File: src/design/bsc_pkg.sv
// Package for the barometer compensation block: operation struct, configuration indices and constants.
// Used by the arithmetic units and the top level sequencer.
`default_nettype none
package bsc_pkg;
  localparam logic [31:0] K_B6_OFFSET = 32'd4000;
  localparam logic [31:0] K_C3038     = 32'd3038;
  localparam logic [31:0] K_CM7357    = 32'hFFFF_E343;
  localparam logic [31:0] K_C3791     = 32'd3791;
  localparam logic [31:0] K_C50000    = 32'd50000;
  localparam logic [31:0] K_C32768    = 32'd32768;
  localparam logic [31:0] K_SIGN      = 32'h8000_0000;
  localparam int unsigned NUM_CFG = 6;
  localparam logic [2:0] CFG_AC1_AC2 = 3'd0;
  localparam logic [2:0] CFG_AC3_AC4 = 3'd1;
  localparam logic [2:0] CFG_AC5_AC6 = 3'd2;
  localparam logic [2:0] CFG_B1_B2   = 3'd3;
  localparam logic [2:0] CFG_MC_MD   = 3'd4;
  localparam logic [2:0] CFG_OSS     = 3'd5;

  typedef struct packed {
    logic        start;
    logic [31:0] a;
    logic [31:0] b;
  } bsc_op_t;

  function automatic logic [31:0] asr32(input logic [31:0] v, input logic [4:0] s);
    asr32 = 32'($signed(v) >>> s);
  endfunction
endpackage
`default_nettype wire

File: src/design/bsc_mul.sv
// Bit-serial 32x32 multiplier, low 32 bits of the product, one bit per cycle.
// Depends on bsc_pkg.
`default_nettype none
module bsc_mul import bsc_pkg::*; (
  input  wire logic        clk,
  input  wire logic        rst_n,
  input  wire bsc_op_t     op,
  output logic             done,
  output logic [31:0]      prod
);
  logic [31:0] acc_r, acc_nxt, mcand_r, mcand_nxt, mplier_r, mplier_nxt;
  logic [5:0]  cnt_r, cnt_nxt;
  logic        busy_r, busy_nxt, done_r, done_nxt;

  always_comb begin
    acc_nxt = acc_r;
    mcand_nxt = mcand_r;
    mplier_nxt = mplier_r;
    cnt_nxt = cnt_r;
    busy_nxt = busy_r;
    done_nxt = 1'b0;
    if (op.start) begin
      acc_nxt = '0;
      mcand_nxt = op.a;
      mplier_nxt = op.b;
      cnt_nxt = '0;
      busy_nxt = 1'b1;
    end else if (busy_r) begin
      if (mplier_r[0]) begin
        acc_nxt = acc_r + mcand_r;
      end
      mcand_nxt = {mcand_r[30:0], 1'b0};
      mplier_nxt = {1'b0, mplier_r[31:1]};
      cnt_nxt = cnt_r + 6'd1;
      if (cnt_r == 6'd31) begin
        busy_nxt = 1'b0;
        done_nxt = 1'b1;
      end
    end
  end

  always_ff @(posedge clk) begin
    if (!rst_n) begin
      busy_r <= 1'b0;
      done_r <= 1'b0;
      cnt_r <= '0;
    end else begin
      busy_r <= busy_nxt;
      done_r <= done_nxt;
      cnt_r <= cnt_nxt;
    end
    acc_r <= acc_nxt;
    mcand_r <= mcand_nxt;
    mplier_r <= mplier_nxt;
  end

  assign done = done_r;
  assign prod = acc_r;
endmodule
`default_nettype wire

File: src/design/bsc_div.sv
// Restoring 32-bit unsigned divider, one quotient bit per cycle.
// Depends on bsc_pkg.
`default_nettype none
module bsc_div import bsc_pkg::*; (
  input  wire logic        clk,
  input  wire logic        rst_n,
  input  wire bsc_op_t     op,
  output logic             done,
  output logic [31:0]      quot
);
  logic [31:0] q_r, q_nxt, d_r, d_nxt;
  logic [32:0] rem_r, rem_nxt, trial;
  logic [5:0]  cnt_r, cnt_nxt;
  logic        busy_r, busy_nxt, done_r, done_nxt;

  always_comb begin
    q_nxt = q_r;
    d_nxt = d_r;
    rem_nxt = rem_r;
    cnt_nxt = cnt_r;
    busy_nxt = busy_r;
    done_nxt = 1'b0;
    trial = {rem_r[31:0], q_r[31]} - {1'b0, d_r};
    if (op.start) begin
      q_nxt = op.a;
      d_nxt = op.b;
      rem_nxt = '0;
      cnt_nxt = '0;
      busy_nxt = 1'b1;
    end else if (busy_r) begin
      if (!trial[32]) begin
        rem_nxt = trial;
        q_nxt = {q_r[30:0], 1'b1};
      end else begin
        rem_nxt = {rem_r[31:0], q_r[31]};
        q_nxt = {q_r[30:0], 1'b0};
      end
      cnt_nxt = cnt_r + 6'd1;
      if (cnt_r == 6'd31) begin
        busy_nxt = 1'b0;
        done_nxt = 1'b1;
      end
    end
  end

  always_ff @(posedge clk) begin
    if (!rst_n) begin
      busy_r <= 1'b0;
      done_r <= 1'b0;
      cnt_r <= '0;
    end else begin
      busy_r <= busy_nxt;
      done_r <= done_nxt;
      cnt_r <= cnt_nxt;
    end
    q_r <= q_nxt;
    d_r <= d_nxt;
    rem_r <= rem_nxt;
  end

  assign done = done_r;
  assign quot = q_r;
endmodule
`default_nettype wire

File: src/design/baro_sensor_compensation.sv
// Barometer compensation top level: calibration registers, sequencer, serial units.
// One reading at a time: the result register is loaded once it is free, and the next input
// is taken in the cycle after it is loaded. Synchronous reset clears the calibration
// registers, the sequencer state, out_valid and temp_term. Depends on bsc_pkg, bsc_mul and bsc_div.
`default_nettype none
module baro_sensor_compensation import bsc_pkg::*; (
  input  wire logic        clk,
  input  wire logic        rst_n,
  input  wire logic        in_valid,
  output logic             in_ready,
  input  wire logic        in_func,
  input  wire logic [23:0] in_raw_value,
  output logic             out_valid,
  input  wire logic        out_ready,
  output logic             out_kind,
  output logic signed [31:0] out_value,
  output logic             out_div_error,
  input  wire logic        cfg_we,
  input  wire logic [2:0]  cfg_index,
  input  wire logic [31:0] cfg_data
);
  localparam logic [4:0] S_IDLE = 5'd0,  S_T1 = 5'd1,  S_T2 = 5'd2,  S_T3 = 5'd3,
                         S_P1 = 5'd4,  S_P2 = 5'd5,  S_P3 = 5'd6,  S_P4 = 5'd7,
                         S_P5 = 5'd8,  S_P6 = 5'd9,  S_P7 = 5'd10, S_P8 = 5'd11,
                         S_P9 = 5'd12, S_P10 = 5'd13, S_P11 = 5'd14, S_P12 = 5'd15,
                         S_OUT = 5'd16;

  logic [31:0] cal_r [5];
  logic [1:0]  oss_r;
  logic [31:0] temp_term_r, temp_term_nxt;
  logic [4:0]  st_r, st_nxt;
  logic        func_r, func_nxt;
  logic [23:0] raw_r, raw_nxt;
  logic [31:0] t0_r, t0_nxt, t1_r, t1_nxt, t2_r, t2_nxt, t3_r, t3_nxt;
  logic        neg_r, neg_nxt;
  logic        ov_r, ov_nxt, ok_r, ok_nxt, oe_r, oe_nxt, ok2_r, ok2_nxt;
  logic [31:0] ovl_r, ovl_nxt;
  bsc_op_t     mop, dop;
  logic        mdone, ddone;
  logic [31:0] prod, quot;

  logic [31:0] ac1, ac2, ac3, ac4, ac5, ac6, b1, b2, mc, md;
  assign ac1 = {{16{cal_r[0][31]}}, cal_r[0][31:16]};
  assign ac2 = {{16{cal_r[0][15]}}, cal_r[0][15:0]};
  assign ac3 = {{16{cal_r[1][31]}}, cal_r[1][31:16]};
  assign ac4 = {16'd0, cal_r[1][15:0]};
  assign ac5 = {16'd0, cal_r[2][31:16]};
  assign ac6 = {16'd0, cal_r[2][15:0]};
  assign b1  = {{16{cal_r[3][31]}}, cal_r[3][31:16]};
  assign b2  = {{16{cal_r[3][15]}}, cal_r[3][15:0]};
  assign mc  = {{16{cal_r[4][31]}}, cal_r[4][31:16]};
  assign md  = {{16{cal_r[4][15]}}, cal_r[4][15:0]};

  bsc_mul u_mul (.clk(clk), .rst_n(rst_n), .op(mop), .done(mdone), .prod(prod));
  bsc_div u_div (.clk(clk), .rst_n(rst_n), .op(dop), .done(ddone), .quot(quot));

  always_ff @(posedge clk) begin
    if (!rst_n) begin
      for (int i = 0; i < 5; i++) begin
        cal_r[i] <= '0;
      end
      oss_r <= '0;
    end else if (cfg_we) begin
      case (cfg_index)
        CFG_AC1_AC2: cal_r[0] <= cfg_data;
        CFG_AC3_AC4: cal_r[1] <= cfg_data;
        CFG_AC5_AC6: cal_r[2] <= cfg_data;
        CFG_B1_B2:   cal_r[3] <= cfg_data;
        CFG_MC_MD:   cal_r[4] <= cfg_data;
        CFG_OSS:     oss_r <= cfg_data[1:0];
        default: ;
      endcase
    end
  end

  logic [31:0] nabs, dabs, b3, x3v, sq;
  always_comb begin
    st_nxt = st_r;
    func_nxt = func_r;
    raw_nxt = raw_r;
    t0_nxt = t0_r; t1_nxt = t1_r; t2_nxt = t2_r; t3_nxt = t3_r;
    neg_nxt = neg_r;
    temp_term_nxt = temp_term_r;
    ov_nxt = ov_r; ok_nxt = ok_r; oe_nxt = oe_r; ovl_nxt = ovl_r; ok2_nxt = ok2_r;
    mop = '0;
    dop = '0;
    nabs = '0; dabs = '0; b3 = '0; x3v = '0; sq = '0;
    if (ov_r && out_ready) begin
      ov_nxt = 1'b0;
    end
    case (st_r)
      S_IDLE: begin
        if (in_valid) begin
          func_nxt = in_func;
          raw_nxt = in_raw_value;
          if (in_func) begin
            t0_nxt = temp_term_r - K_B6_OFFSET;
            mop = '{start: 1'b1, a: temp_term_r - K_B6_OFFSET,
                    b: temp_term_r - K_B6_OFFSET};
            st_nxt = S_P1;
          end else begin
            mop = '{start: 1'b1, a: {16'd0, in_raw_value[15:0]} - ac6, b: ac5};
            st_nxt = S_T1;
          end
        end
      end
      S_T1: if (mdone) begin
        t1_nxt = asr32(prod, 5'd15);
        if (asr32(prod, 5'd15) + md == 32'd0) begin
          ok2_nxt = 1'b1;
          st_nxt = S_OUT;
        end else begin
          dabs = asr32(prod, 5'd15) + md;
          neg_nxt = mc[31] ^ dabs[31];
          nabs = mc << 11;
          dop = '{start: 1'b1, a: nabs[31] ? 32'd0 - nabs : nabs,
                  b: dabs[31] ? 32'd0 - dabs : dabs};
          ok2_nxt = 1'b0;
          st_nxt = S_T2;
        end
      end
      S_T2: if (ddone) begin
        temp_term_nxt = t1_r + (neg_r ? 32'd0 - quot : quot);
        t2_nxt = asr32(t1_r + (neg_r ? 32'd0 - quot : quot) + 32'd8, 5'd4);
        st_nxt = S_OUT;
      end
      // Pressure: t0 = B6.
      S_P1: if (mdone) begin
        t1_nxt = asr32(prod, 5'd12);   // sq
        mop = '{start: 1'b1, a: b2, b: asr32(prod, 5'd12)};
        st_nxt = S_P2;
      end
      S_P2: if (mdone) begin
        t2_nxt = asr32(prod, 5'd11);   // x1
        mop = '{start: 1'b1, a: ac2, b: t0_r};
        st_nxt = S_P3;
      end
      S_P3: if (mdone) begin
        x3v = t2_r + asr32(prod, 5'd11);
        nabs = ((ac1 * 32'd4 + x3v) << oss_r) + 32'd2;
        // Signed divide by four, truncating toward zero.
        b3 = nabs[31] ? 32'd0 - ((32'd0 - nabs) >> 2) : nabs >> 2;
        t2_nxt = b3;
        mop = '{start: 1'b1, a: ac3, b: t0_r};
        st_nxt = S_P4;
      end
      S_P4: if (mdone) begin
        t3_nxt = asr32(prod, 5'd13);
        mop = '{start: 1'b1, a: b1, b: t1_r};
        st_nxt = S_P5;
      end
      S_P5: if (mdone) begin
        x3v = asr32(t3_r + asr32(prod, 5'd16) + 32'd2, 5'd2);
        mop = '{start: 1'b1, a: ac4, b: x3v + K_C32768};
        st_nxt = S_P6;
      end
      S_P6: if (mdone) begin
        t3_nxt = prod >> 15;          // B4
        mop = '{start: 1'b1, a: ({8'd0, raw_r} >> (4'd8 - {2'd0, oss_r})) - t2_r,
                b: K_C50000 >> oss_r};
        st_nxt = S_P7;
      end
      S_P7: if (mdone) begin
        if (t3_r == 32'd0) begin
          ok2_nxt = 1'b1;
          st_nxt = S_OUT;
        end else begin
          ok2_nxt = 1'b0;
          neg_nxt = prod[31];
          dop = '{start: 1'b1, a: prod[31] ? prod : prod << 1, b: t3_r};
          st_nxt = S_P8;
        end
      end
      S_P8: if (ddone) begin
        t0_nxt = neg_r ? quot << 1 : quot;  // p
        sq = asr32(neg_r ? quot << 1 : quot, 5'd8);
        mop = '{start: 1'b1, a: sq, b: sq};
        st_nxt = S_P9;
      end
      S_P9: if (mdone) begin
        mop = '{start: 1'b1, a: prod, b: K_C3038};
        st_nxt = S_P10;
      end
      S_P10: if (mdone) begin
        t1_nxt = asr32(prod, 5'd16);
        mop = '{start: 1'b1, a: K_CM7357, b: t0_r};
        st_nxt = S_P11;
      end
      S_P11: if (mdone) begin
        t2_nxt = t0_r + asr32(t1_r + asr32(prod, 5'd16) + K_C3791, 5'd4);
        st_nxt = S_OUT;
      end
      S_OUT: if (!ov_r) begin
        ov_nxt = 1'b1;
        ok_nxt = func_r;
        oe_nxt = ok2_r;
        ovl_nxt = ok2_r ? 32'd0 : t2_r;
        ok2_nxt = 1'b0;
        st_nxt = S_IDLE;
      end
      default: st_nxt = S_IDLE;
    endcase
  end

  always_ff @(posedge clk) begin
    if (!rst_n) begin
      st_r <= S_IDLE;
      ov_r <= 1'b0;
      temp_term_r <= '0;
      ok2_r <= 1'b0;
    end else begin
      st_r <= st_nxt;
      ov_r <= ov_nxt;
      temp_term_r <= temp_term_nxt;
      ok2_r <= ok2_nxt;
    end
    func_r <= func_nxt;
    raw_r <= raw_nxt;
    t0_r <= t0_nxt; t1_r <= t1_nxt; t2_r <= t2_nxt; t3_r <= t3_nxt;
    neg_r <= neg_nxt;
    ok_r <= ok_nxt; oe_r <= oe_nxt; ovl_r <= ovl_nxt;
  end

  assign in_ready = (st_r == S_IDLE);
  assign out_valid = ov_r;
  assign out_kind = ok_r;
  assign out_value = $signed(ovl_r);
  assign out_div_error = oe_r;
endmodule
`default_nettype wire
File: config.mk
export PLATFORM = sky130hd
export DESIGN_NAME = baro_sensor_compensation
export DESIGN_NICKNAME = d
export VERILOG_FILES = /design/src/design/bsc_pkg.sv /design/src/design/bsc_mul.sv /design/src/design/bsc_div.sv /design/src/design/baro_sensor_compensation.sv
export SDC_FILE = /design/constraint.sdc
export NUM_CORES = 2
export LEC_CHECK = 0
export BUFFER_PORTS_ARGS = -buffer_cell sky130_fd_sc_hd__buf_2
export CAP_MARGIN = 20
export CORE_MARGIN = 4
export CORE_UTILIZATION = 40
export DETAILED_ROUTE_END_ITERATION = 16
export GPL_ROUTABILITY_DRIVEN = 0
export PLACE_DENSITY = 0.66
export SYNTH_ARGS = -nofsm -noshare
export SYNTH_HDL_FRONTEND = slang
export SYNTH_SLANG_ARGS = --single-unit
File: constraint.sdc
create_clock -name clk -period 7.1 [get_ports clk]
set_input_delay 0.71 -clock clk [delete_from_list [all_inputs] [get_ports clk]]
set_output_delay 0.71 -clock clk [all_outputs]
set_load 0.005 [all_outputs]
Word-level counts from Yosys, hierarchy flattened
Memories as Yosys holds them, arrays and structs flattened.
Cells that the tools add are included.
{"block": "totals", "ff_bits": 437, "ram_bits": 160, "in_bits": 65, "out_inout_bits": 36, "wordCells": 248, "memories": 1}
{"memory": "cal_r", "depth": 5, "width": 32, "read_ports": 5, "rd_clocked_by_memory_dff": 0, "write_ports": 5, "line_no": "baro_sensor_compensation.sv:28", "source": "logic [31:0] cal_r [5];"}
{"block": "classes", "n_addsub": 25, "eq_ne": 39, "shifts": 3, "n_mux": 114, "bitwise": 10, "n_reduce_logical": 29}
{"operator": "$mux 32", "count": 30}
{"operator": "$mux 65", "count": 14}
{"operator": "$pmux 65 s10", "count": 1}
{"operator": "$add 32x32->32", "count": 7}
{"operator": "$pmux 65 s2", "count": 1}
{"operator": "$pmux 32 s2", "count": 2}
{"operator": "$pmux 32 s4", "count": 1}
{"operator": "$pmux 32 s3", "count": 1}
{"operator": "$mux 5", "count": 17}
{"operator": "$pmux 5 s15", "count": 1}
{"operator": "$add 32x2->32 const B", "count": 2}
{"operator": "$logic_not 32->1", "count": 2}
{"operator": "$mux 64", "count": 1}
{"operator": "$sub 1x32->32 const A", "count": 2}
{"operator": "$mux 1", "count": 42}
{"operator": "$eq 5x4->1 const B", "count": 7}
{"operator": "$sub 33x32->33", "count": 1}
{"operator": "$add 32x12->32 const B", "count": 1}
{"operator": "$add 32x4->32 const B", "count": 1}
{"operator": "$shl 32x2->32", "count": 1}
{"operator": "$shr 16x2->32 const A", "count": 1}
{"operator": "$shr 24x4->32", "count": 1}
{"operator": "$sub 32x12->32 const B", "count": 1}
{"operator": "$sub 32x32->32", "count": 1}
{"operator": "37 further kinds", "count": 81}

Depth between registers and ports, before layout
{"block": "logic_depth", "depth_word": 9, "ltp_mapped": 35}

By module
From an unflattened synthesis, not the netlist that was laid out.
{"block": "hier_totals", "hier_cells": 5017, "area_unflattened_um2": 45457.3}
{"mod": "baro_sensor_compensation", "n_inst": 1, "cells_per_inst": 3856, "area_each_um2": 33543.4, "seq_area_each_um2": 10400.0}
{"mod": "bsc_div", "n_inst": 1, "cells_per_inst": 623, "area_each_um2": 6123.4, "seq_area_each_um2": 2722.6}
{"mod": "bsc_mul", "n_inst": 1, "cells_per_inst": 538, "area_each_um2": 5790.6, "seq_area_each_um2": 2722.6}

Least setup slack after synthesis
OpenSTA, ideal clock, no wires.
{"block": "synth_path", "kind": "flip-flop to flip-flop", "from": "reg oss_r[0]", "to": "reg u_mul.mcand_r[25], data pin", "setup_time_ns": 0.266, "t_arrival_ns": 6.799, "required_time_ns": 6.834, "slack_ns": 0.035, "path_stages_with_launch": 32, "path_cell_list": "dfxtp_1 > inv_1 > buf_2 > clkbuf_1 > clkbuf_1 > clkbuf_1 > clkbuf_1 > ha_1 > clkbuf_1 > clkbuf_1 > mux2i_1 > nand2_1 > o21ai_0 > a21oi_1 > ha_1 > nor2b_1 > o21ai_0 > a21boi_0 > o21ai_0 > a21boi_0 > o21ai_0 > a21oi_1 > or3_1 > a31o_2 > o41ai_1 > o21ai_0 > o41ai_1 > o41ai_1 > xor2_1 > nor2_1 > a2111oi_0 > nor2_1"}
{"block": "synth_between", "elab_chain_cells": 6}
{"element": "from (decl)", "line_no": "baro_sensor_compensation.sv:29", "source": "logic [1:0] oss_r;"}
{"element": "from (signal assigned)", "line_no": "baro_sensor_compensation.sv:70", "source": "CFG_OSS: oss_r <= cfg_data[1:0];"}
{"element": "$sub 4x2->4", "line_no": "baro_sensor_compensation.sv:159", "source": "mop = '{start: 1'b1, a: ({8'd0, raw_r} >> (4'd8 - {2'd0, oss_r})) - t2_r,"}
{"element": "$shr 24x4->32", "line_no": "baro_sensor_compensation.sv:159"}
{"element": "$sub 32x32->32", "line_no": "baro_sensor_compensation.sv:159"}
{"element": "$mux 65", "line_no": "baro_sensor_compensation.sv:157", "source": "S_P6: if (mdone) begin"}
{"element": "$pmux 65 s10", "line_no": "baro_sensor_compensation.sv:91", "source": "case (st_r)"}
{"element": "$mux 32", "line_no": "bsc_mul.sv:22", "source": "if (op.start) begin"}
{"element": "via u_mul.mcand_nxt[25]", "line_no": "bsc_mul.sv:11", "source": "logic [31:0] acc_r, acc_nxt, mcand_r, mcand_nxt, mplier_r, mplier_nxt;"}
{"element": "to (signal assigned)", "line_no": "bsc_mul.sv:53", "source": "mcand_r <= mcand_nxt;"}
{"element": "to (decl)", "line_no": "bsc_mul.sv:11"}
The timed path passes the listed nets, and every way through them passes these cells.
A chain may end at the register's enable or synchronous reset.

Worst setup path after layout
{"block": "layout_path", "from": "reg t2_r[2]", "to": "reg t2_r[26], data pin"}
{"block": "layout_between", "elab_chain_cells": 9}
{"element": "from (decl)", "line_no": "baro_sensor_compensation.sv:34", "source": "logic [31:0] t0_r, t0_nxt, t1_r, t1_nxt, t2_r, t2_nxt, t3_r, t3_nxt;"}
{"element": "from (signal assigned)", "line_no": "baro_sensor_compensation.sv:219", "source": "t0_r <= t0_nxt; t1_r <= t1_nxt; t2_r <= t2_nxt; t3_r <= t3_nxt;"}
{"element": "$add 32x32->32 *", "line_no": "baro_sensor_compensation.sv:139", "source": "x3v = t2_r + asr32(prod, 5'd11);"}
{"element": "$add 32x32->32 *", "line_no": "baro_sensor_compensation.sv:140", "source": "nabs = ((ac1 * 32'd4 + x3v) << oss_r) + 32'd2;"}
{"element": "$shl 32x2->32 *", "line_no": "baro_sensor_compensation.sv:140"}
{"element": "$add 32x2->32 *", "line_no": "baro_sensor_compensation.sv:140"}
{"element": "$sub 1x32->32", "line_no": "baro_sensor_compensation.sv:142", "source": "b3 = nabs[31] ? 32'd0 - ((32'd0 - nabs) >> 2) : nabs >> 2;"}
{"element": "$sub 1x30->31", "line_no": "baro_sensor_compensation.sv:142"}
{"element": "$mux 32 *", "line_no": "baro_sensor_compensation.sv:142"}
{"element": "$mux 32 *", "line_no": "baro_sensor_compensation.sv:138", "source": "S_P3: if (mdone) begin"}
{"element": "$pmux 32 s4 *", "line_no": "baro_sensor_compensation.sv:91"}
{"element": "via t2_nxt[26]", "line_no": "baro_sensor_compensation.sv:34"}
Mark *: on every way through the listed nets, which the timed path passes. The rest lies on a longest branch. The select of a mux whose other input is x is not followed.

==> metrics <==
Post-synth EDFFs between 400 and 500; Area growth syn-to-layout 11.5%; final core occ 0.451; vias in the first global route between 30000 and 40000; Min-Delay Endpoint raw_r[17]$_DFFE_PP_; top-count cell post-synth nand2_1; Crit Path Category flop to flop; Peak Freq about 0.15 GHz; all-layer global routing usage 0.260; buffer and inverter count on the worst path 3; Bufs on Longest Clock Path 3; yosys warns 0; Slowest-stage cell, CP fa_1; root buffer cell clkbuf_16; Peak VDD IR about 0.23 mV; share of cells above drive strength 1 0.0937; static leakage about 19 nW; fin crit period 6790 ps; reg2reg end t2_r[26]$_DFFE_PP_; Worst Tran Pin Value between 1000 and 1500 ps; max_cap viols 0; CTS Buf Count 67; WP data arrival 7170 ps; Sum Neg Setup Slack 0 ps; Top delay family on crit path compound AO/OA/AOI/OAI gates; cell area after technology mapping 0.0442 mm^2; largest net degree at the start of global routing 72; DIE WIDTH approximately 340 um; worst-path fanout max 8; via/cell ratio 6.15; startpoint types flop; Core Box Area between 0.1 and 0.15 mm^2; FF-to-FF path depth 22; top area cells in the synthesized netlist edfxtp_1 29%, ha_1 8.6%, dfxtp_1 5.5%; critical path, cell by cell inv_1, fa_1, fa_1, nand2b_1, a2111o_1, o221a_2, a22o_1, or3b_1, or3_1, o21ai_1, o211ai_1, buf_4, nor2_1, buf_4, nand3_1, xor2_1, o2111ai_2, a211oi_2, nand2_1, xor2_1, o221ai_1, a221o_1; Seq cells post-synth around 560; Congestion Overflow GR 0; H-tree depth 3; Wirelength per Cell 24.1 um; library cells used by synthesis between 100 and 150; number of hold buffers added after cts 0; Multi-input gate area 0.0273 mm^2; share of the synthesized area in the top cell type 0.295; first-pass iteration count of the detailed router 7; drc violations 0; pwr/cell area a little under 400 mW/mm^2; Largest register FFs 160; Pins Over Slew Limit 0; highest cell delay on the worst timing path 550 ps; Clock Latency Late Sink around 670 ps; DP HPWL roughly 120 mm; post-route antenna net violation count 0; largest register by flop count cal_r; Critical Path End Type flop; global-route wire length before repair 233 mm; die height ~340 um; number of fill cells 10679; CTS tree built; reg-to-reg slack, setup 310 ps; Top Ports between 100 and 150; Clock Skew between 40 and 50 ps; standard-cell rows roughly 120; synth cell count leaders 539 x nand2_1, 434 x edfxtp_1, 431 x nor2_1; layout net count around 5400; Slew HR 0.204; Final Cycle Share 0.956; HP Class primary input to flop; Hold Vio Cnt, Final 0; status finished clean; Seq/Total Area, Yosys 0.349; HP Start in_raw_value[17]; Post-Syn Area per Cell 8.88 um^2; Main synth FF type edfxtp_1; worst reg2reg path startpoint t2_r[2]$_DFFE_PP_; full die area between 0.1 and 0.15 mm^2; async set-or-reset flop fraction in the synthesized netlist 0; initial antenna violation count 3; Hold Path Depth 1; post-synth top area cell edfxtp_1; critical path required time roughly 7500 ps; DR iter-0 viols a little over 5000; vias slightly above 40000; hold_ws about 250 ps; register area 0.0155 mm^2; final setup fails 0; Port Buffers 100; clock sink total 555; Starting Density 0.405; clk slew on worst S/H paths roughly 60 ps; Post-Synthesis Cells between 4000 and 5000; DRT Wirelength between 150 and 200 mm
## routing by layer
metal  up-vias  part of all wire  track usage
met4         4             0.070        0.158
met1     19266              0.40        0.336
met3       493             0.094       0.0464
met2      2154              0.44        0.407
li1      18461                 -            -
met5         -           0.00016            0
## power by group
part | switching, W | internal (W) | total [W]
registers | 0.000420 | 0.00418 | 0.00460
logic | 0.00686 | 0.00402 | 0.0109
clock network | 0.00160 | 0.00230 | 0.00390
total | 0.00888 | 0.0105 | 0.0194
## worst max-delay path by stage
stage	to	cells after the start	startpoint
floorplan	u_mul.mcand_r[25]$_DFFE_PP_	31	oss_r[0]$_SDFFE_PN0P_
global placement	t2_r[31]$_DFFE_PP_	33	t1_r[2]$_DFFE_PP_
detailed placement	t2_r[31]$_DFFE_PP_	34	t1_r[2]$_DFFE_PP_
CTS	t2_r[31]$_DFFE_PP_	34	t1_r[2]$_DFFE_PP_
global route	t2_r[31]$_DFFE_PP_	34	t1_r[2]$_DFFE_PP_
finish	t2_r[26]$_DFFE_PP_	22	t2_r[2]$_DFFE_PP_
## stage by stage
step | cell area, um^2 | total power [W] | std cells | setup slack (ps)
after floorplan | 44300 | 0.0123 | 4986 | 34.5
after global placement | 46700 | 0.0149 | 6430 | 193
after detailed placement | 46700 | 0.0151 | 6430 | 201
after CTS | 49200 | 0.0190 | 6553 | 113
after global routing | 49300 | 0.0205 | 6558 | -85.1
final | 49300 | 0.0194 | 6561 | 314
## placed cells by master, fill, tap and decap left out, types with 19 or more instances in the layout
master,instances
a211oi_1,78
a21boi_0,54
a21o_1,52
a21oi_1,347
a221oi_1,33
a222oi_1,22
a22oi_1,63
a31oi_1,39
and2_1,71
and3_1,36
buf_2,100
buf_4,117
clkbuf_16,68
dfxtp_1,117
edfxtp_1,434
fa_1,38
ha_1,303
inv_1,209
mux2_2,23
mux2i_1,151
nand2_1,538
nand2b_1,73
nand3_1,141
nand4_1,34
nor2_1,427
nor2b_1,53
nor3_1,116
nor4_1,33
o2111ai_1,19
o211ai_1,25
o21a_1,37
o21ai_0,289
o21bai_1,28
o31ai_1,41
or2_2,23
or3_1,41
xnor2_1,251
xor2_1,123
## repair_timing
action                     in CTS  in global routing
gates resized for setup         0                 25
setup endpoints to repair       0                  9
buffers inserted                0                  4
## cells by family (layout without fill, tap and decap cells)
family / count (synthesis) / in the layout / share of synthesized area
compound gates: 1374 / 1374 / 0.208
xor+xnor: 378 / 378 / 0.0754
fa+ha+maj: 341 / 341 / 0.103
buf+inv: 459 / 555 / 0.0398
flops: 555 / 555 / 0.349
mux: 177 / 177 / 0.0415
other cells: 1 / 7 / 0.0000848
simple gates: 1698 / 1698 / 0.183
## area by class of cell
type / instances / area share
flip-flops and latches: 555 / 0.313
multi-input cells: 3972 / 0.554
repair buffers: 219 / 0.0288
clock buffers: 77 / 0.0356
diodes: 3 / 0.000152
well taps: 1476 / 0.0374
inverters: 213 / 0.0162
clock inverters: 46 / 0.0147
Note: power is estimated with default switching activity, not from simulation.
